**src/hw/rtl/fp16_fp32_convert_unit_macros.svh**
```systemverilog
// assertion macros for the fp16/fp32 convert unit
`ifndef FP16_FP32_CONVERT_UNIT_MACROS_SVH
`define FP16_FP32_CONVERT_UNIT_MACROS_SVH
`ifndef ASSERT_OFF
`define ASSERT_IMPLIES(label, clk, rst, pre, post) \
  label: assert property (@(posedge clk) disable iff (rst) (pre) |-> (post)) \
    else $error("assertion failed");
`define ASSERT_NEXT(label, clk, rst, pre, post) \
  label: assert property (@(posedge clk) disable iff (rst) (pre) |=> (post)) \
    else $error("assertion failed");
`else
`define ASSERT_IMPLIES(label, clk, rst, pre, post)
`define ASSERT_NEXT(label, clk, rst, pre, post)
`endif
`endif

```
**src/hw/rtl/fpcvt_pkg.sv**
```systemverilog
package fpcvt_pkg;
  localparam logic [15:0] HALF_INF = 16'h7c00;
  localparam logic [31:0] SINGLE_INF = 32'h7f800000;
  localparam logic [1:0] ADDR_DIRECTION = 2'd0;

  typedef struct packed {
    logic [31:0] bits;
    logic        nan;
  } conv_result_t;
endpackage

```
**src/hw/rtl/fp16_fp32_convert_unit.sv**
```systemverilog
// channel  | signals                                  | role
// input    | source_valid, source_ready, source_bits  | one value per transaction
// output   | result_valid, result_ready, result_bits,  | converted value and nan flag
//          | nan_error                                |
// config   | psel..prdata (apb)                       | direction register at 0x0
//
// the result register loads from the input register through the single combinational conversion
// stage between them; one transaction per clock sustained while result_ready does not stall
// a two-entry pipe (input stage, result stage) lets the input take a new
// transaction while a finished result waits on result_ready
// rst is synchronous, active high; clears valids and direction
`include "fp16_fp32_convert_unit_macros.svh"
module fp16_fp32_convert_unit (
  input  logic        clk,
  input  logic        rst,
  input  logic        psel,
  input  logic        penable,
  input  logic        pwrite,
  input  logic [1:0]  paddr,
  input  logic [31:0] pwdata,
  output logic [31:0] prdata,
  output logic        pready,
  input  logic        source_valid,
  output logic        source_ready,
  input  logic [31:0] source_bits,
  output logic        result_valid,
  input  logic        result_ready,
  output logic [31:0] result_bits,
  output logic        nan_error
);
  logic                       direction;
  // input stage
  logic                       in_valid;
  logic [31:0]                in_bits;
  logic                       in_dir;
  logic                       in_advance;
  fpcvt_pkg::conv_result_t    h2s_res;
  fpcvt_pkg::conv_result_t    s2h_res;
  fpcvt_pkg::conv_result_t    conv;

  assign pready = 1'b1;
  assign prdata = (paddr == fpcvt_pkg::ADDR_DIRECTION) ? {31'd0, direction} : 32'd0;

  always_ff @(posedge clk) begin
    if (rst) begin
      direction <= 1'b0;
    end else if (psel && penable && pwrite && paddr == fpcvt_pkg::ADDR_DIRECTION) begin
      direction <= pwdata[0];
    end
  end

  // result stage moves when empty or being drained
  assign in_advance = !result_valid || result_ready;
  assign source_ready = !in_valid || in_advance;

  always_ff @(posedge clk) begin
    if (rst) begin
      in_valid <= 1'b0;
    end else if (source_ready) begin
      in_valid <= source_valid;
    end
  end

  always_ff @(posedge clk) begin
    if (source_ready && source_valid) begin
      in_bits <= source_bits;
      in_dir <= direction;
    end
  end

  fpcvt_h2s u_h2s (.h(in_bits[15:0]), .res(h2s_res));
  fpcvt_s2h u_s2h (.s(in_bits), .res(s2h_res));

  assign conv = in_dir ? s2h_res : h2s_res;

  always_ff @(posedge clk) begin
    if (rst) begin
      result_valid <= 1'b0;
    end else if (in_advance) begin
      result_valid <= in_valid;
    end
  end

  always_ff @(posedge clk) begin
    if (in_advance && in_valid) begin
      result_bits <= conv.bits;
      nan_error <= conv.nan;
    end
  end

  `ASSERT_IMPLIES(a_nan_zero, clk, rst, result_valid && nan_error, result_bits == 32'd0)
  `ASSERT_NEXT(a_hold, clk, rst, result_valid && !result_ready,
               result_valid && $stable(result_bits) && $stable(nan_error))
  `ASSERT_NEXT(a_flow, clk, rst, in_valid && in_advance, result_valid)
endmodule

```
**src/hw/rtl/fpcvt_h2s.sv**
```systemverilog
module fpcvt_h2s (
  input  logic [15:0]                 h,
  output fpcvt_pkg::conv_result_t     res
);
  logic        sign;
  logic [4:0]  e;
  logic [9:0]  f;
  logic [3:0]  lz;
  logic [9:0]  fn;
  logic [7:0]  ue;

  always_comb begin
    lz = 4'd0;
    for (int i = 9; i >= 0; i--) begin
      if (f[i] && lz == 4'd0 && (f >> (i + 1)) == 10'd0) lz = 4'(9 - i);
    end
  end

  assign sign = h[15];
  assign e = h[14:10];
  assign f = h[9:0];
  assign fn = f << (lz + 4'd1);
  assign ue = 8'd112 - 8'(lz);

  always_comb begin
    res.nan = 1'b0;
    if (e == 5'd0) begin
      if (f == 10'd0) res.bits = {sign, 31'd0};
      else res.bits = {sign, ue, fn, 13'd0};
    end else if (e == 5'd31) begin
      if (f != 10'd0) begin
        res.bits = 32'd0;
        res.nan = 1'b1;
      end else begin
        res.bits = {sign, 31'd0} | fpcvt_pkg::SINGLE_INF;
      end
    end else begin
      res.bits = {sign, 8'({3'd0, e} + 8'd112), f, 13'd0};
    end
  end
endmodule

```
**src/hw/rtl/fpcvt_s2h.sv**
```systemverilog
module fpcvt_s2h (
  input  logic [31:0]                 s,
  output fpcvt_pkg::conv_result_t     res
);
  logic        sign;
  logic [7:0]  eb;
  logic [22:0] f;
  logic [9:0]  df;
  logic [12:0] rem;
  logic        up;
  logic [15:0] norm;
  logic [4:0]  sh;
  logic [23:0] sig;
  logic [23:0] sub_df;
  logic [23:0] sub_rem;
  logic [23:0] sub_half;
  logic        sub_up;
  logic [15:0] inf_h;

  assign sign = s[31];
  assign eb = s[30:23];
  assign f = s[22:0];
  assign inf_h = {sign, 15'd0} | fpcvt_pkg::HALF_INF;
  assign df = f[22:13];
  assign rem = f[12:0];
  assign up = rem > 13'h1000 || (rem == 13'h1000 && df[0]);
  // rounding overflow into next exponent falls out of the add
  assign norm = {sign, 15'({5'(eb - 8'd112), df} + 15'(up))};
  assign sig = {1'b1, f};
  assign sh = 5'(8'd126 - eb);
  assign sub_df = sig >> sh;
  assign sub_rem = sig & ((24'd1 << sh) - 24'd1);
  assign sub_half = 24'd1 << (sh - 5'd1);
  assign sub_up = sub_rem > sub_half || (sub_rem == sub_half && sub_df[0]);

  always_comb begin
    res.nan = 1'b0;
    res.bits = 32'd0;
    if (eb == 8'hff) begin
      if (f != 23'd0) res.nan = 1'b1;
      else res.bits = {16'd0, inf_h};
    end else if (eb > 8'd142) begin
      res.bits = {16'd0, inf_h};
    end else if (eb >= 8'd113) begin
      if (norm[14:10] == 5'd31) res.bits = {16'd0, inf_h};
      else res.bits = {16'd0, norm};
    end else if (eb < 8'd102) begin
      res.bits = {16'd0, sign, 15'd0};
    end else begin
      res.bits = {16'd0, sign, 15'(sub_df[10:0] + 11'(sub_up))};
    end
  end
endmodule

```
**config.mk**
```make
export PLATFORM = sky130hd
export DESIGN_NAME = fp16_fp32_convert_unit
export DESIGN_NICKNAME = d
export VERILOG_FILES = /design/src/hw/rtl/fpcvt_pkg.sv /design/src/hw/rtl/fp16_fp32_convert_unit.sv /design/src/hw/rtl/fpcvt_h2s.sv /design/src/hw/rtl/fpcvt_s2h.sv
export VERILOG_INCLUDE_DIRS = /design/src /design/src/hw/rtl
export SDC_FILE = /design/constraint.sdc
export NUM_CORES = 1
export LEC_CHECK = 0
export BUFFER_PORTS_ARGS = -buffer_cell sky130_fd_sc_hd__buf_2
export CAP_MARGIN = 20
export CORE_UTILIZATION = 55
export CTS_BUF_LIST = sky130_fd_sc_hd__clkbuf_16
export CTS_CLUSTER_DIAMETER = 30
export CTS_CLUSTER_SIZE = 10
export DETAILED_ROUTE_END_ITERATION = 10
export GPL_TIMING_DRIVEN = 0
export PLACE_DENSITY = 0.86
export SLEW_MARGIN = 5
export SYNTH_ARGS = -nofsm -noshare
export SYNTH_HDL_FRONTEND = slang
export SYNTH_SLANG_ARGS = --single-unit
```
**constraint.sdc**
```tcl
create_clock -name clk -period 7.45 [get_ports clk]
set_input_delay 1.49 -clock clk [delete_from_list [all_inputs] [get_ports clk]]
set_output_delay 1.49 -clock clk [all_outputs]
set_load 0.05 [all_outputs]
```
# [Word-level counts from Yosys, hierarchy flattened]
# Index checks and enable logic that the tools add are counted.
[word_totals] latch_bits=0 romBits=0 ram_bits=0 output_inout_bits=68 input_bits=73 reg_bits=69 word_cells=109 n_memories=0
[classes] n_reduce_logical=52 div=0 multipliers=0 shifts=4 addsub=9 muxes=26 magnitude_cmp=5 bitwise_logic=1 n_eq_ne=5
[ops] operator="$logic_not 10->1" count=10
[ops] operator="$mux 32" count=3
[ops] operator="$mux 15" count=4
[ops] operator="$shl 1x5->24 const A" count=2
[ops] operator="$mux 33" count=1
[ops] operator="$logic_not 4->1" count=8
[ops] operator="$mux 16" count=2
[ops] operator="$mux 4" count=8
[ops] operator="$mux 31" count=1
[ops] operator="$and 24x24->24" count=1
[ops] operator="$eq 24x24->1" count=1
[ops] operator="$gt 24x24->1" count=1
[ops] operator="$logic_and 1x1->1" count=24
[ops] operator="$shr 24x5->11" count=1
[ops] operator="$sub 24x1->24 const B" count=1
[ops] operator="$reduce_bool 23->1" count=1
[ops] operator="$add 15x1->15" count=1
[ops] operator="$eq 13x13->1 const B" count=1
[ops] operator="$gt 13x13->1 const B" count=1
[ops] operator="$add 11x1->12" count=1
[ops] operator="$eq 5x5->1 const B" count=2
[ops] operator="$reduce_bool 10->1" count=1
[ops] operator="$shl 10x4->10" count=1
[ops] operator="$add 5x7->8 const B" count=1
[ops] operator="other kinds (14)" count=24

# [Longest topological paths before layout]
# Gate-level depths: netlist of the first run.
[depth] ltp_word=40 depth_mapped=28 depth_no_buf=25

# [Hierarchy]
# From an unflattened synthesis of the first run, not the netlist that was laid out.
[hier_totals] hier_cells=824 hier_area_um2=7830.0
[by_module_without_submodules] module="fpcvt_s2h" seq_area_each_um2=0.0 area_per_inst_um2=3911.3 instances=1 cells_per_inst=512
[by_module_without_submodules] module="fp16_fp32_convert_unit" seq_area_each_um2=2042.0 area_per_inst_um2=2922.8 instances=1 cells_per_inst=154
[by_module_without_submodules] module="fpcvt_h2s" seq_area_each_um2=0.0 area_per_inst_um2=996.0 instances=1 cells_per_inst=158

# [Least setup slack after synthesis of the first run]
# No wires, ideal clock.
[synth_timing] path_kind="reg-to-reg" startpoint="register in_bits[23]" endpoint="register result_bits[10] (data pin)" path_stages_with_launch=26 required_time_ns=7.191 setup_ns=0.259 synth_period_minus_slack_ns=5.551 slack_ns=1.899 arrival_ns=5.292 path_cell_list="edfxtp_1 ha_1 buf_2 xnor2_2 clkinv_2 buf_6 buf_2 buf_2 nand3_1 ha_1 o221ai_1 nor3_1 mux2_1 a22oi_1 nor2b_1 ha_1 nand4_1 nor4_1 o21ai_0 a41oi_1 ha_1 ha_1 nand2_1 nor4_1 a211oi_1 a211o_1"
[synth_between] elab_chain_len=13
[synth_rtl] item="start, declared" line="fp16_fp32_convert_unit.sv:34" rtl="logic [31:0] in_bits;"
[synth_rtl] item="start signal, assigned" line="fp16_fp32_convert_unit.sv:66" rtl="in_bits <= source_bits;"
[synth_rtl] item="branches (longest 11 deep; another with $sub 24x1->24)"
[synth_rtl] item="$mux 16 *" line="fpcvt_s2h.sv:39" rtl="if (eb == 8'hff) begin"
[synth_rtl] item="$mux 33 *" line="fp16_fp32_convert_unit.sv:74" rtl="assign conv = in_dir ? s2h_res : h2s_res;"
[synth_rtl] item="end signal, assigned" line="fp16_fp32_convert_unit.sv:86" rtl="result_bits <= conv.bits;"
[synth_rtl] item="end, declared" line="fp16_fp32_convert_unit.sv:28" rtl="output logic [31:0] result_bits,"
# Mark *: on every way between the ends.
# A chain may end at the register's enable or synchronous reset.

# [Worst setup path after layout of the first run]
# Ends and elaborated chain as after synthesis.

==> impl_metrics.json, run 1 <==
{
  "start_kind": "flop",
  "tightestPinTransition_ns": 0.937,
  "final_common_cell": "buf_2",
  "syn_to_final_growth_pct": 14.7,
  "powerDensity_mw_per_mm2": 174,
  "drc": 0,
  "nFillCells": 1013,
  "async_flop_share_pct": 0,
  "max_freq_ghz": 0.143,
  "core_area_sq_mm": 0.0121,
  "clk_latency_ns": 0.36,
  "drt-initial-drc-count": 690,
  "htree_levels": 3,
  "fin_nets": 981,
  "period_needed_ns": 6.99,
  "fin_crit_sh_pct": 93.9,
  "cp_common_cell": "ha_1",
  "dpl_cell_area_sq_mm": 0.00755,
  "cp_max_fo": 10,
  "ys.flop_type": "edfxtp_1",
  "synth_edf_count": 65,
  "clkTransAtPathRegs_ns": 0.06,
  "synthesis.area_sq_mm": 0.00682,
  "synth.yosys.seq_area_share_pct": 29.5,
  "fp.dieW_um": 113,
  "status": "finished clean",
  "drive_above_1_share_pct": 22.6,
  "hold_viol": 0,
  "grt_pass1_wl_um": 31600,
  "finalSetupTns_ns": 0,
  "rsz0062_at_grt": "false",
  "vdd_drop_max_uv": 201,
  "cts_buffer_depth": 2,
  "gp_congestion": 0.999,
  "portBuffers": 77,
  "grt-ovfl-total": 0,
  "hold_class": "flop to flop",
  "cp.arrival_ns": 7.07,
  "ys_ff_latch": 68,
  "synth_cell_type_count": 77,
  "cp_slowest_cell": "edfxtp_1",
  "max_cap_viol_count": 0,
  "grt_use_total_pct": 32.2,
  "wirelength_um": 20100,
  "p_total_w": 0.00136,
  "relSlewSlack_pct": 37.0,
  "antenna_left": 0,
  "die_h_um": 113,
  "hpwl_um": 15300,
  "wl_per_cell_um": 19.4,
  "setup_viol": 0,
  "antenna_found_initial": 0,
  "setup.worst_path.class": "flop to flop",
  "cts_setup_buffers": 0,
  "drtPass1Iterations": 6,
  "die_area_sq_mm": 0.0129,
  "maxSlewViolCount": 0,
  "max_stage_delay_ns": 0.53,
  "p_leak_nw": 3.20,
  "diodes": 0,
  "ys.warnings.count": 0,
  "avgViaCountPerCell": 6.23,
  "layout_common_cells": "buf_2 (85), nand2_1 (79), edfxtp_1 (65)",
  "worst-path-buf-inv": 5,
  "boundaryPins": 141,
  "endpoint_kind": "flop",
  "path_delay_family": "simple AND/OR/NAND/NOR gates",
  "cts-root-buf": "clkbuf_16",
  "syn_inst": 746,
  "clock-sinks": 68,
  "vias": 6466,
  "initial_core_util_pct": 56.6,
  "numCtsBuffers": 9,
  "required_ns": 7.53,
  "cts_tree": "done",
  "grt_max_degree": 33,
  "grt_pass1_vias": 6076,
  "avgSynthCellArea_sq_um": 9.15,
  "fin_area_sq_mm": 0.00783,
  "finClkSkew_ns": 0.0179,
  "rows": 40
}
## flip-flops by register name, summed over array words and instances (netlist names)
| signal | cells |
|---|---|
| direction | 1 |
| in_bits | 32 |
| in_dir | 1 |
| in_valid | 1 |
| nan_error | 1 |
| result_bits | 31 |
| result_valid | 1 |
## repair_timing
action,CTS,global route
hold buffers,0,0
resized for setup,0,1
setup endpoints to repair,0,1
## synthesized netlist by cell type, types with 3 or more instances
cell / number / area, sq um
clkbuf_1: 34 / 128
o22ai_1: 12 / 75.1
a22o_1: 4 / 35.0
nand4_1: 11 / 68.8
xnor2_1: 13 / 114
a31oi_1: 7 / 43.8
nand2b_1: 8 / 50.1
xor2_1: 20 / 175
nor3_1: 12 / 60.1
a211o_1: 4 / 35.0
a41oi_1: 4 / 35.0
a21boi_0: 4 / 30.0
buf_2: 8 / 40.0
o21a_1: 5 / 37.5
mux2i_1: 20 / 200
nor2_1: 57 / 214
nor2b_1: 17 / 106
o31ai_1: 4 / 30.0
and3_1: 7 / 43.8
or2_2: 4 / 25.0
a21o_1: 9 / 67.6
buf_6: 5 / 56.3
nand2_1: 79 / 297
a21oi_1: 42 / 210
and2_1: 16 / 100
mux2_2: 3 / 33.8
nand3_1: 35 / 175
o21ai_0: 35 / 175
a32oi_1: 3 / 26.3
a221oi_1: 3 / 26.3
o311ai_0: 3 / 26.3
mux4_2: 24 / 541
or3_1: 3 / 18.8
a211oi_1: 4 / 30.0
ha_1: 43 / 538
a22oi_1: 6 / 45.0
dfxtp_1: 3 / 60.1
edfxtp_1: 65 / 1950
inv_1: 15 / 56.3
buf_4: 38 / 285
o31a_1: 3 / 26.3
and4_1: 3 / 26.3
o211ai_1: 4 / 30.0
nor4_1: 8 / 50.1
## area by class of cell
cell class,instances,area (sq um),area share (%)
inverter,18,68.8,0.879
clock inverter,7,43.8,0.559
multi-input combinational,604,4360,55.6
tap,168,210,2.68
sequential,68,2010,25.7
buffer,86,513,6.55
timing repair buffer,78,400,5.11
clock buffer,9,225,2.88
## power by group
group,switching [W],total [W],internal (W)
sequential,0.0000190,0.000463,0.000443
clock,0.000173,0.000396,0.000223
combinational,0.000320,0.000500,0.000179
## cell families (layout without fill, tap and decap cells)
| family | after synthesis | count (layout) | share of synthesized area (%) |
|---|---|---|---|
| AO/OA/AOI/OAI | 174 | 174 | 17.6 |
| other | 2 | 32 | 0.110 |
| buffers and inverters | 104 | 198 | 8.53 |
| multiplexers | 49 | 49 | 11.7 |
| flip-flops | 68 | 68 | 29.5 |
| AND/OR/NAND/NOR | 270 | 270 | 19.5 |
| XOR/XNOR | 36 | 36 | 5.12 |
| adder cells (fa/ha/maj) | 43 | 43 | 7.89 |
## layer usage
metal | up-vias | track usage, % | routed length (um)
li1 | 2961 | - | -
met1 | 2985 | 41.9 | 7810
met2 | 452 | 50.2 | 9090
met3 | 68 | 8.24 | 2450
met4 | 0 | 15.3 | 742
met5 | - | 0 | 0
## path summary, 6_finish.rpt
path	start	to	slack, ns	depth (start not counted)
worst max-delay path	in_bits[23]	result_bits[10]	0.46	25
worst min-delay path	direction	in_dir	0.45	0
worst max register to register	in_bits[23]	result_bits[10]	0.46	25
worst min register to register	direction	in_dir	0.45	0
## metrics by stage
stage | instances | utilization [%] | hold slack (ns) | setup WS, ns
2_1_floorplan | 776 | - | 0.422 | 1.90
3_3_place_gp | 1021 | 62.4 | 0.440 | 0.655
3_5_place_dp | 1022 | 62.6 | 0.443 | 0.553
4_1_cts | 1038 | 64.9 | 0.456 | 0.530
5_1_grt | 1038 | 64.9 | 0.466 | 0.0554
6_report | 1038 | 64.9 | 0.454 | 0.455
Note: power is estimated with default switching activity, not from simulation.
==> run 2, diff against run 1 <==
- clock period: 7.45 -> 7.2 ns (I/O delays scaled with it)
==> run 2 against run 1 <==
  * Register-to-register slack worse by 0.06 ns
  * First-iteration DRC count rose by 1.4%
  * Count of clock-buffer cells in the layout stayed put
  * Via count is 0.59% higher
  * Non-clock buffer count is the same
  * Critical path type unchanged
  * Largest cell class unchanged
==> impl_metrics.json, run 2 (same netlist as run 1, synthesis figures left out) <==
{
  "cp_max_fo": 10,
  "clkTransAtPathRegs_ns": 0.06,
  "grt_pass1_vias": 6076,
  "vdd_drop_max_uv": 208,
  "rsz0062_at_grt": "false",
  "setup_viol": 0,
  "layout_common_cells": "buf_2 (85), nand2_1 (79), edfxtp_1 (65)",
  "finalSetupTns_ns": 0,
  "swShare_pct": 37.8,
  "tightestPinTransition_ns": 0.913,
  "cts_tree": "done",
  "wl_per_cell_um": 19.4,
  "dp_cells": 1022,
  "drtPass1Iterations": 5,
  "p_seq_share_pct": 34.0,
  "die_area_sq_mm": 0.0129,
  "antenna_found_initial": 0,
  "clk_latency_ns": 0.36,
  "initial_core_util_pct": 56.6,
  "portBuffers": 77,
  "p_int_w": 0.000876,
  "hold_class": "flop to flop",
  "fin_crit_sh_pct": 94.5,
  "powerDensity_mw_per_mm2": 179,
  "finClkSkew_ns": 0.0191,
  "top_register": "in_bits",
  "wirelength_um": 20100,
  "regToRegEndpoint": "result_bits[10]",
  "core_area_sq_mm": 0.0121,
  "drt-initial-drc-count": 700,
  "vias": 6504,
  "drc": 0,
  "setup.worst_path.class": "flop to flop",
  "max_cap_viol_count": 0,
  "whs_path_depth": 0,
  "grt_pass1_wl_um": 31600,
  "timing.rr.start": "in_bits[23]",
  "max_freq_ghz": 0.147,
  "numCtsBuffers": 9,
  "rows": 40,
  "gp_congestion": 0.999,
  "largest_register_ffs": 32,
  "min_from": "direction",
  "die_h_um": 113,
  "grt_max_degree": 33,
  "clkPwrFrac_pct": 29.2,
  "avgViaCountPerCell": 6.27,
  "fin_nets": 981,
  "final_common_cell": "buf_2",
  "cts-root-buf": "clkbuf_16",
  "hpwl_um": 15300,
  "start_kind": "flop",
  "boundaryPins": 141,
  "comb_power_share_pct": 36.8,
  "cp_common_cell": "ha_1",
  "antenna_left": 0,
  "grt_use_total_pct": 32.2,
  "cp_slowest_cell": "edfxtp_1",
  "nFillCells": 1010,
  "period_needed_ns": 6.80,
  "clock-sinks": 68,
  "post-route-util_pct": 65.1,
  "relSlewSlack_pct": 38.7,
  "cp.arrival_ns": 6.88,
  "p_total_w": 0.00141,
  "r2r_cells": 25,
  "max_stage_delay_ns": 0.53,
  "largestRegisters": "in_bits (32), result_bits (31)",
  "hold_viol": 0,
  "status": "finished clean",
  "p_switching_w": 0.000532,
  "p_leak_nw": 3.20,
  "cts_buffer_depth": 2,
  "syn_to_final_growth_pct": 15.0,
  "grt-ovfl-total": 0,
  "drive_above_1_share_pct": 22.8,
  "required_ns": 7.28,
  "endpoint_kind": "flop",
  "fp.dieW_um": 113,
  "maxSlewViolCount": 0,
  "final_cells": 1038,
  "htree_levels": 3,
  "diodes": 0,
  "ff2ff_setup_slack_ns": 0.40,
  "worstHoldEndpoint": "in_dir"
}
[run 2: cell types whose count changed in the layout (fill, tap and decap cells not counted)]
cell	change
xnor2_2	-1
a41oi_1	-1
a41oi_2	+1
xnor2_4	+1
[run 2: how the worst max path moves through the flow]
stage / from / end / slack [ns] / depth (start not counted)
floorplan: in_bits[23] / result_bits[10] / 1.65 / 25
global placement: in_bits[23] / result_bits[10] / 0.40 / 25
detailed placement: in_bits[23] / result_bits[10] / 0.30 / 25
CTS: in_bits[23] / result_bits[10] / 0.28 / 25
global route: in_bits[23] / result_bits[10] / 0.02 / 25
finish: in_bits[23] / result_bits[10] / 0.40 / 25
[run 2: final cells by class]
| type | instances | area [sq um] | area share, % |
|---|---|---|---|
| plain buffers | 86 | 513 | 6.54 |
| clock inverters | 7 | 43.8 | 0.558 |
| clock buffers | 9 | 225 | 2.87 |
| repair buffers | 78 | 400 | 5.10 |
| multi-input cells | 604 | 4370 | 55.7 |
| well taps | 168 | 210 | 2.68 |
| flip-flops and latches | 68 | 2010 | 25.6 |
| inverters | 18 | 68.8 | 0.877 |
[run 2: through the flow]
step	cell area [sq um]	setup slack, ns	hold WS, ns
2_1_floorplan	6940	1.65	0.422
3_3_place_gp	7530	0.405	0.440
3_5_place_dp	7550	0.303	0.443
4_1_cts	7820	0.280	0.456
5_1_grt	7850	0.0213	0.466
6_report	7850	0.398	0.455
[run 2: layer usage]
| layer | share of wire, % | up-vias | GRT usage, % |
|---|---|---|---|
| li1 | - | 2947 | - |
| met1 | 39 | 3045 | 41.9 |
| met2 | 46 | 451 | 50.2 |
| met3 | 12 | 61 | 8.24 |
| met4 | 3.5 | 0 | 15.3 |
| met5 | 0 | - | 0 |
[run 2: timing repair]
action,CTS,global route
setup buffers,0,0
resized for setup,0,3
hold buffers,0,0
endpoints found under the setup margin,0,2
[run 2: power by group through the flow]
stage	clock, W	sequential, W	combinational, W
2_1_floorplan	0	0.000509	0.000360
5_1_grt	0.000429	0.000480	0.000556
3_5_place_dp	0	0.000485	0.000501
4_1_cts	0.000408	0.000477	0.000504
3_3_place_gp	0	0.000485	0.000494
6_report	0.000411	0.000479	0.000519
[run 2: worst max-delay path: cells and delay by family (launching register included)]
| family | cells | cell delay [ns] |
|---|---|---|
| adders and majority gates | 5 | 1.21 |
| muxes | 1 | 0.35 |
| buffers and inverters | 5 | 0.98 |
| and+or+nand+nor | 7 | 1.71 |
| AOI/OAI and AO/OA | 6 | 1.45 |
| DFF | 1 | 0.53 |
| xor gates and xnor gates | 1 | 0.29 |
